`src/rtl/bns_ram.sv`:
```
// Generic single-write, single-read synchronous RAM with registered read data.
module bns_ram #(
	parameter int WIDTH = 64,
	parameter int DEPTH = 64
) (
	input  logic                                  clk,
	input  logic                                  wr_en,
	input  logic [(DEPTH > 1 ? $clog2(DEPTH) : 1)-1:0] wr_addr,
	input  logic [WIDTH-1:0]                      wr_data,
	input  logic                                  rd_en,
	input  logic [(DEPTH > 1 ? $clog2(DEPTH) : 1)-1:0] rd_addr,
	output logic [WIDTH-1:0]                      rd_data
);

	logic [WIDTH-1:0] mem_q [DEPTH];

	// write port
	always_ff @(posedge clk) begin
		if (wr_en) begin
			mem_q[wr_addr] <= wr_data;
		end
	end

	// registered read port
	always_ff @(posedge clk) begin
		if (rd_en) begin
			rd_data <= mem_q[rd_addr];
		end
	end

endmodule

```
`config.mk`:
```
export PLATFORM = sky130hd
export DESIGN_NAME = bns_ram
export DESIGN_NICKNAME = d
export VERILOG_FILES = /design/src/rtl/bns_ram.sv
export SDC_FILE = /design/constraint.sdc
export NUM_CORES = 2
export LEC_CHECK = 0
export BUFFER_PORTS_ARGS = -buffer_cell sky130_fd_sc_hd__buf_2
export CAP_MARGIN = 20
export CORE_MARGIN = 2
export CORE_UTILIZATION = 34
export DETAILED_ROUTE_END_ITERATION = 7
export PLACE_DENSITY_LB_ADDON = 0.1
export SETUP_SLACK_MARGIN = 0.3
export SLEW_MARGIN = 40
export SYNTH_ARGS = -nofsm -noshare
export SYNTH_HDL_FRONTEND = slang
export SYNTH_SLANG_ARGS = --single-unit
```
`constraint.sdc`:
```
create_clock -name clk -period 6.4 [get_ports clk]
set_clock_uncertainty 0.1 [all_clocks]
set_input_delay 0.32 -clock clk [delete_from_list [all_inputs] [get_ports clk]]
set_output_delay 0.32 -clock clk [all_outputs]
set_load 0.01 [all_outputs]
```
==> out/qor.csv <==
metric;value;unit
Relative slew margins;35.5;%
slowest CP cell;a31oi_1;
sequential fraction of the synthesis area;79.6;%
Top cell by count, worst path;buf_12;
Peak Freq;304;MHz
initial antenna violation count;48;
Die ar.;0.467;mm^2
EDFF count, synth;4160;
worst hold path type;in -> reg;
final setup vio count;0;
Ys Warns;0;
DR pass1 iterations;7;
Async S/R FF share, synth;0;%
layout cells sized above 1;28.9;%
Top Ports;143;
Hold Vio Cnt, Final;0;
Clock Sinks;4160;
Power Density;323;mW/mm^2
Worst-path clk slew;0.06;ns
Tmin final;3.29;ns
run status;completed;
# DRC;0;
total of max-cap violations;0;
clk_lat worst skew;1.00;ns
Post-CTS Setup Bufs;0;
nets;7253;
share of the synthesized area in the top cell type;79.6;%
synthesized flop and latch total;4160;
largest net degree at the start of global routing;112;
Final HPWL DP;277;mm
Layout fillers;40800;
Resized Gates After CTS;0;
clock buffer depth;4;
# hold bufs at CTS;74;
H-tree depth;5;
TritonCTS Buffers;451;
multi-input logic area;0.0308;mm^2
Mapped Area;0.157;mm^2
CP Launch Type;primary input;
DRT iter0 DRCs;8365;
Mapped Cells;6598;
unrepaired setup endpoints after global routing;no;
Clock Root Buffer;clkbuf_16;
average wire per standard cell;36.9;um
vias in the first global route;78400;
Crit. End Element;register;
WL final;506;mm
gpl congestion;0.756;
port buffer count;142;
CP required;7.00;ns
pins over their slew limit;0;
pin slew with the least headroom to its limit;0.968;ns
fin crit share;51.4;%
post-route ant nets;0;
TritonCTS clock tree;yes;
Post-Syn Area per Cell;23.8;um^2
Die Y-Extent;684;um
CP top delay family;buffers and inverters;
total congestion overflow;0;
total power;0.0591;W
Reg area;0.125;mm^2
Top FF cell, synth;edfxtp_1;
Leak;56.6;nW
worst-path maximum fanout;52;
area leader, netlist;edfxtp_1;
buffer and inverter count on the worst path;4;
Critical Path AT;3.89;ns
Rows;249;
via count;75700;
CP cell instances;buf_12, buf_12, buf_12, buf_4, mux4_2, mux2i_1, nand2_1, a31oi_1, a211oi_1;
global-route wire length before repair;685;mm
Crit Path Category;in -> reg;
largest cells by area after synthesis;edfxtp_1 (80%), mux4_2 (15%), mux2i_1 (0.86%);
Core ar.;0.460;mm^2
syn nets;6677;
initial core utilization;34.1;%
GRT Util Overall;21.4;%
IR drop worst, VDD;227;uV
distinct cell type count of the synthesized netlist;32;
Die W;684;um
Worst path max stage delay;0.61;ns
area grow syn2layout;16.7;%
post-DR vias/cell;5.52;
setup TNS;0;ns
-- metal layers --
layer  track usage, %  up-vias  wire length [um]
met5                0        -                51
met4             4.89        8             12200
met3             3.03      554             28600
met2             35.5     2493            247000
met1             30.0    42900            218000
li1                 -    29800                 -
-- flip-flops by register name (all words and copies together), names as in the netlist --
signal and cells:
mem_q 4096, rd_data 64
-- cell usage after synthesis, types with 2 or more instances --
master and number:
a2bb2oi_1 19, mux4_2 1024, nand4_1 2, o221ai_1 38, nand3_1 45, nor2_1 112
or2_2 28, a31oi_1 18, buf_2 170, buf_1 20, inv_1 19, buf_6 6
buf_4 34, or3_1 29, and3_1 64, nand2_1 58, nand3b_1 2, and2_1 3
nor3_1 2, nor2b_1 28, a41oi_1 26, a22oi_1 168, clkbuf_1 140, a211oi_1 63
a22o_1 88, mux2i_1 135, edfxtp_1 4160, nand2b_1 11, o22ai_1 83
-- cell usage in the layout (no fill, tap or decap), types with 38 or more instances in the layout --
master         instances
buf_2                 77
bufinv_16             54
clkinv_2              85
dlygate4sd3_1         74
o221ai_1              38
nor2_1                47
a22oi_1              168
nand3_1               40
buf_12                73
mux2i_1              135
clkbuf_16            456
a22o_1                88
clkbuf_1              95
a211oi_1              61
clkinv_1             116
edfxtp_1            4160
and3_1                64
nand2_1               51
buf_4                225
o22ai_1               83
nor2_4                65
mux4_2              1024
-- kinds of logic (layout without fill, tap and decap cells) --
family / Yosys count / in the layout / synth area share (%)
flip-flops: 4160 / 4160 / 79.6
multiplexers: 1159 / 1159 / 15.6
AO/OA/AOI/OAI: 504 / 504 / 2.47
buffers and inverters: 389 / 1343 / 1.18
AND/OR/NAND/NOR: 386 / 386 / 1.23
other: 0 / 19 / 0
-- worst paths after layout --
path                                               from                     end  slack (ns)  cells after the start
worst max-delay path                         rd_addr[0]   rd_data[17]$_DFFE_PP_        3.11                      9
worst min-delay path                        wr_data[34]  mem_q[5][34]$_DFFE_PP_        0.24                      2
worst max register to register  mem_q[11][28]$_DFFE_PP_   rd_data[28]$_DFFE_PP_        3.90                      5
worst min register to register  mem_q[47][48]$_DFFE_PP_   rd_data[48]$_DFFE_PP_        0.82                      4
-- metrics by stage --
stage	std cells	util (%)	hold slack (ns)	setup slack (ns)	area, um^2
after floorplan	6598	-	0.319	0.544	157000
after global placement	12800	36.3	0.647	1.98	167000
after detailed placement	12800	36.5	0.638	1.97	168000
after CTS	13700	39.8	0.154	3.08	183000
after global routing	13700	39.8	0.200	2.98	183000
final	13700	39.8	0.241	3.11	183000
-- power by group --
| group | switching [W] | internal (W) |
|---|---|---|
| Combinational | 0.00179 | 0.000993 |
| Clock | 0.0108 | 0.0152 |
| Sequential | 0.000106 | 0.0302 |
| Total | 0.0127 | 0.0464 |
-- area by class of cell --
class / instances / share of cell area [%]
flip-flops and latches: 4160 / 68.2
diodes: 19 / 0.0259
clock inverters: 280 / 1.57
clock buffers: 551 / 6.42
well taps: 6149 / 4.20
inverters: 19 / 0.0389
multi-input cells: 2049 / 16.8
repair buffers: 493 / 2.74
No activity file was read; power rests on OpenSTA's default activity.
