[src/rtl/bns_pkg.sv]
// Shared types and constants for the box suppression block.
package bns_pkg;

	// Largest value of the in-set position counter
	localparam logic [13:0] POS_MAX = 14'd16383;

	// Reset value of the overlap threshold, Q0.16
	localparam logic [15:0] THR_RESET = 16'd29491;

	// Incoming box transaction
	typedef struct packed {
		logic signed [15:0] box_x0;
		logic signed [15:0] box_y0;
		logic        [15:0] box_width;
		logic        [15:0] box_height;
		logic               end_of_set;
	} box_in_t;

	// Outgoing result transaction
	typedef struct packed {
		logic        keep;
		logic [13:0] box_index;
		logic        table_overflow;
		logic        set_done;
	} box_out_t;

	// One kept-table entry as stored in memory
	typedef struct packed {
		logic        [15:0] h;
		logic        [15:0] w;
		logic signed [15:0] y0;
		logic signed [15:0] x0;
	} kept_box_t;

	// Status of the overlap compare pipeline
	typedef struct packed {
		logic busy;
		logic hit_valid;
		logic hit;
	} iou_stat_t;

endpackage

[src/rtl/bns_iou.sv]
// Pipelined overlap test of the current box against one kept entry per cycle.
module bns_iou (
	input  logic                clk,
	input  logic                arst_n,
	input  logic                valid_in,
	input  bns_pkg::kept_box_t  entry,
	input  logic [31:0]         entry_area,
	input  bns_pkg::box_in_t    cur,
	input  logic [31:0]         cur_area,
	input  logic [15:0]         thr,
	output bns_pkg::iou_stat_t  stat
);

	// Overlap length of two 1-D spans; zero when they only touch or miss
	function automatic logic [15:0] ovl(input logic signed [15:0] a0,
		input logic [15:0] alen, input logic signed [15:0] b0,
		input logic [15:0] blen);
		logic signed [17:0] a0e, b0e, a1, b1, lo, hi, d;
		a0e = $signed({{2{a0[15]}}, a0});
		b0e = $signed({{2{b0[15]}}, b0});
		a1 = a0e + $signed({2'b00, alen});
		b1 = b0e + $signed({2'b00, blen});
		lo = (a0e > b0e) ? a0e : b0e;
		hi = (a1 < b1) ? a1 : b1;
		d = hi - lo;
		return (hi > lo) ? d[15:0] : 16'd0;
	endfunction

	logic        v_s2, v_s3, v_s4, v_s5, v_s6;
	logic [15:0] ovx_s2, ovy_s2;
	logic [31:0] ka_s2, ka_s3;
	logic [31:0] inter_s3, inter_s4;
	logic [32:0] uni_s4;
	logic [48:0] prod_s5;
	logic [47:0] ish_s5;
	logic        hit_s6;

	// stage valids
	always_ff @(posedge clk or negedge arst_n) begin
		if (!arst_n) begin
			v_s2 <= 1'b0;
			v_s3 <= 1'b0;
			v_s4 <= 1'b0;
			v_s5 <= 1'b0;
			v_s6 <= 1'b0;
		end else begin
			v_s2 <= valid_in;
			v_s3 <= v_s2;
			v_s4 <= v_s3;
			v_s5 <= v_s4;
			v_s6 <= v_s5;
		end
	end

	// datapath: overlaps, intersection, union, scaled compare
	always_ff @(posedge clk) begin
		ovx_s2   <= ovl(cur.box_x0, cur.box_width, entry.x0, entry.w);
		ovy_s2   <= ovl(cur.box_y0, cur.box_height, entry.y0, entry.h);
		ka_s2    <= entry_area;
		inter_s3 <= ovx_s2 * ovy_s2;
		ka_s3    <= ka_s2;
		uni_s4   <= {1'b0, cur_area} + {1'b0, ka_s3} - {1'b0, inter_s3};
		inter_s4 <= inter_s3;
		prod_s5  <= {33'd0, thr} * {16'd0, uni_s4};
		ish_s5   <= {inter_s4, 16'd0};
		hit_s6   <= {1'b0, ish_s5} > prod_s5;
	end

	assign stat.busy      = v_s2 | v_s3 | v_s4 | v_s5 | v_s6;
	assign stat.hit_valid = v_s6;
	assign stat.hit       = hit_s6;

endmodule

[config.mk]
export PLATFORM = sky130hd
export DESIGN_NAME = bns_iou
export DESIGN_NICKNAME = d
export VERILOG_FILES = /design/src/rtl/bns_pkg.sv /design/src/rtl/bns_iou.sv
export SDC_FILE = /design/constraint.sdc
export NUM_CORES = 2
export LEC_CHECK = 0
export BUFFER_PORTS_ARGS = -buffer_cell sky130_fd_sc_hd__buf_2
export CAP_MARGIN = 20
export CORE_MARGIN = 8
export CORE_UTILIZATION = 53
export DETAILED_ROUTE_END_ITERATION = 12
export PLACE_DENSITY = 0.73
export SLEW_MARGIN = 15
export SYNTH_ARGS = -nofsm -noshare
export SYNTH_HDL_FRONTEND = slang
export SYNTH_SLANG_ARGS = --single-unit
export TNS_END_PERCENT = 30
[constraint.sdc]
create_clock -name clk -period 6.31 [get_ports clk]
set_input_delay 1.893 -clock clk [delete_from_list [all_inputs] [get_ports clk]]
set_output_delay 1.893 -clock clk [all_outputs]
set_load 0.05 [all_outputs]
==> flow_summary.json <==
{
  "result_of_the_run": "finished with violations",
  "violated_checks": "setup timing",
  "layout.cells.most_common_list": "sky130_fd_sc_hd__inv_1 (1,018), sky130_fd_sc_hd__fa_1 (657), sky130_fd_sc_hd__buf_4 (640)",
  "netlist_area_um2": 40800,
  "grt_remaining_overflow": 0,
  "top_achievable_clock_speed_mhz": 128,
  "synth.yosys.seq_area_share": 0.138,
  "critPathMaxStageDelay_ns": 0.42,
  "cpMaxStageDelayCell": "sky130_fd_sc_hd__a2111o_1",
  "combinational_family_with_the_most_area_after_synthesis": "adder cells",
  "clock_pin_slew_reported_for_the_worst_setup_and_hold_paths_after_clock_tree_synthesis_ns": 0.06,
  "setup.worst_path.start_class": "input pin",
  "root_buffer": "sky130_fd_sc_hd__clkbuf_16",
  "ff2ff_setup_slack_ns": -0.39,
  "timing.critical_path.required_ns": 6.75,
  "critical_path.max_fanout": 16,
  "synthTopCellsByArea": "sky130_fd_sc_hd__fa_1 (33%), sky130_fd_sc_hd__ha_1 (14%), sky130_fd_sc_hd__dfxtp_1 (13%)",
  "detail_route.drc_violations": 0,
  "worst-endpoint-arrival_ns": 8.26,
  "max-cap-violations": 0,
  "dominantRegCellSynth": "sky130_fd_sc_hd__dfxtp_1",
  "compound_cell_area_share_of_the_yosys_netlist": 0.0875,
  "post_dp_cell_area_um2": 47900,
  "ys.warnings.count": 0,
  "final-setup-viol-count": 68,
  "post_drt_via_cell_ratio": 5.12,
  "synthDistinctLibCells": 73,
  "finalClockSkew_ns": 0.0188,
  "synth-xor-area-share": 0.0369,
  "synth_adder_area_share": 0.466,
  "timing.hold.worst_endpoint": "ish_s5[41]",
  "worst_hold_slack_ns": 0.322,
  "std_cell_rows": 101,
  "most_common_library_cell_in_the_layout_ignoring_fill_and_taps": "sky130_fd_sc_hd__inv_1",
  "synth_enable_flop_cells": 0,
  "yosys.area.top_type_share": 0.326,
  "totalWireLength_mm": 101,
  "placeableCoreArea_um2": 76100,
  "clkSinkCount": 280,
  "holdPathStages": 0,
  "synthMuxAreaShare": 0.0186,
  "clk_path_buf_depth": 3,
  "post_synth_and_or_nand_nor_area_fraction": 0.146,
  "dr.first_iter.drc_count": 1646,
  "final_area_um2": 50300,
  "floorplan.die_area_um2": 86100,
  "total_negative_slack_for_setup_checks_ns": -60.75,
  "grt_first_pass_wirelength_mm": 171,
  "grt_use_total": 0.237,
  "initial_utilization": 0.536,
  "netlist_instances": 4610,
  "post_synth.cell_area_avg_um2": 8.85,
  "final_layout_size_suffix_gt1_frac": 0.210,
  "final_nets": 6729,
  "drtAntennaViolNets": 0,
  "synth_seq_cells": 280,
  "worst_r2r_path_depth": 23,
  "cts_made_buffers": 29,
  "hold_path.class": "flip-flop to flip-flop",
  "rsz0062_at_grt": "true",
  "floorplan.die.height_um": 293,
  "io_buffers": 213,
  "floorplan.die.width_um": 293,
  "hold_buffers": 0,
  "timing.setup.critical_path_class": "input pin to flip-flop",
  "timing.final.crit_share": 1.24,
  "post-route-worst-setup-slack_ns": -1.51,
  "synth_top_cell_by_area": "sky130_fd_sc_hd__fa_1",
  "worst_setup_path_end_kind": "flip-flop",
  "route.detailed.wl_per_inst_um": 15.7,
  "grt_max_degree": 27,
  "first_global_vias": 36100,
  "drv_slew": 0,
  "detailed_place_hpwl_mm": 86.4,
  "first_pass_iters": 6,
  "number_of_antenna_violations_at_the_first_check_in_global_routing": 1,
  "post-route-min-period_ns": 7.82,
  "htreeDepth": 1,
  "io-pin-count": 215,
  "syn2layout_area_growth_pct": 23.2,
  "via_count": 33000,
  "timing_worst_slew_pin_value_ns": 0.822,
  "cts_tree": "built",
  "worst_slew_margin_rel": 0.447,
  "holdCritStartpoint": "inter_s4[25]",
  "synth_nets": 5942,
  "finalWeightedCongestion": 0.931,
  "layout.filler_cells": 6091,
  "number_of_diodes": 0,
  "rr_endpoint": "prod_s5[45]",
  "hold_violations": 0,
  "async_flop_share": 0.0179,
  "startpoint_of_the_lowest_slack_register_to_register_path": "uni_s4[15]",
  "clock_latency_ns": 0.57
}
-- synth_stat cells, drive strengths merged, types with 48 or more instances --
library cell,number
fa,664
xnor2,112
and2,259
clkbuf,124
ha,456
nor3,48
a21oi,160
mux2i,54
dfxtp,275
o21ai,96
inv,1026
nand2,612
a21o,91
xor2,60
nor2,125
-- registers in the layout, summed over array words and instances (netlist names) --
signal	count
inter_s3	32
ish_s5	32
v_s3	1
hit_s6	1
v_s2	1
ovx_s2	16
v_s6	1
inter_s4	32
ka_s3	32
ovy_s2	16
ka_s2	32
uni_s4	33
v_s5	1
v_s4	1
prod_s5	49
-- repair_timing --
item,in CTS,in global routing
pin swaps,67,56
cloned,3,1
gates resized for setup,172,81
setup endpoints to repair,73,76
buffers inserted,20,13
-- critical path: cells and delay by family --
kind,cells,cell delay (ns)
AO/OA/AOI/OAI,16,3.59
adder cells (fa/ha/maj),4,1.11
AND/OR/NAND/NOR,7,0.81
multiplexers,2,0.39
buffers and inverters,3,0.32
XOR/XNOR,1,0.13
-- logic make-up (layout without fill, tap and decap cells) --
| group | count (synthesis) | after routing |
|---|---|---|
| and+or+nand+nor | 1258 | 1258 |
| buffers and inverters | 1157 | 1967 |
| adders and majority gates | 1120 | 1120 |
| AOI/OAI and AO/OA | 550 | 550 |
| DFF | 280 | 280 |
| xor gates and xnor gates | 172 | 172 |
| muxes | 73 | 73 |
-- routing by layer --
layer / global-route usage / wire length (um)
met5: 0 / 0
met4: 0.0668 / 2940
met3: 0.0384 / 5470
met2: 0.441 / 52300
met1: 0.281 / 40500
-- final cells by class --
type | count | area, um2 | share of cell area
timing repair buffer | 887 | 6720 | 0.134
sequential | 280 | 5650 | 0.112
clock inverter | 18 | 184 | 0.00366
multi-input combinational | 3173 | 31800 | 0.632
clock buffer | 36 | 782 | 0.0156
inverter | 1026 | 3850 | 0.0766
tap | 1030 | 1290 | 0.0256
-- worst max path at each step --
stage	start	end	slack [ns]	cells after the start
after floorplan	entry[17]	ovy_s2[12]	-2.19	34
after global placement	entry[17]	ovy_s2[14]	-2.14	33
after detailed placement	entry[17]	ovy_s2[14]	-2.33	33
after CTS	entry[17]	ovy_s2[13]	-1.53	33
after global routing	cur[1]	ovy_s2[7]	-1.83	35
final	entry[18]	ovy_s2[15]	-1.51	33
-- through the flow --
| step | setup WS [ns] | utilization | std cells |
|---|---|---|---|
| floorplan | -2.19 | - | 4610 |
| global route | -1.83 | 0.661 | 6450 |
| finish | -1.51 | 0.661 | 6450 |
| CTS | -1.53 | 0.655 | 6436 |
| detailed placement | -2.33 | 0.630 | 6360 |
| global placement | -2.14 | 0.630 | 6360 |
Power is not shown: default switching activity piles up to over one toggle a cycle in this logic, so the estimate is an artifact.
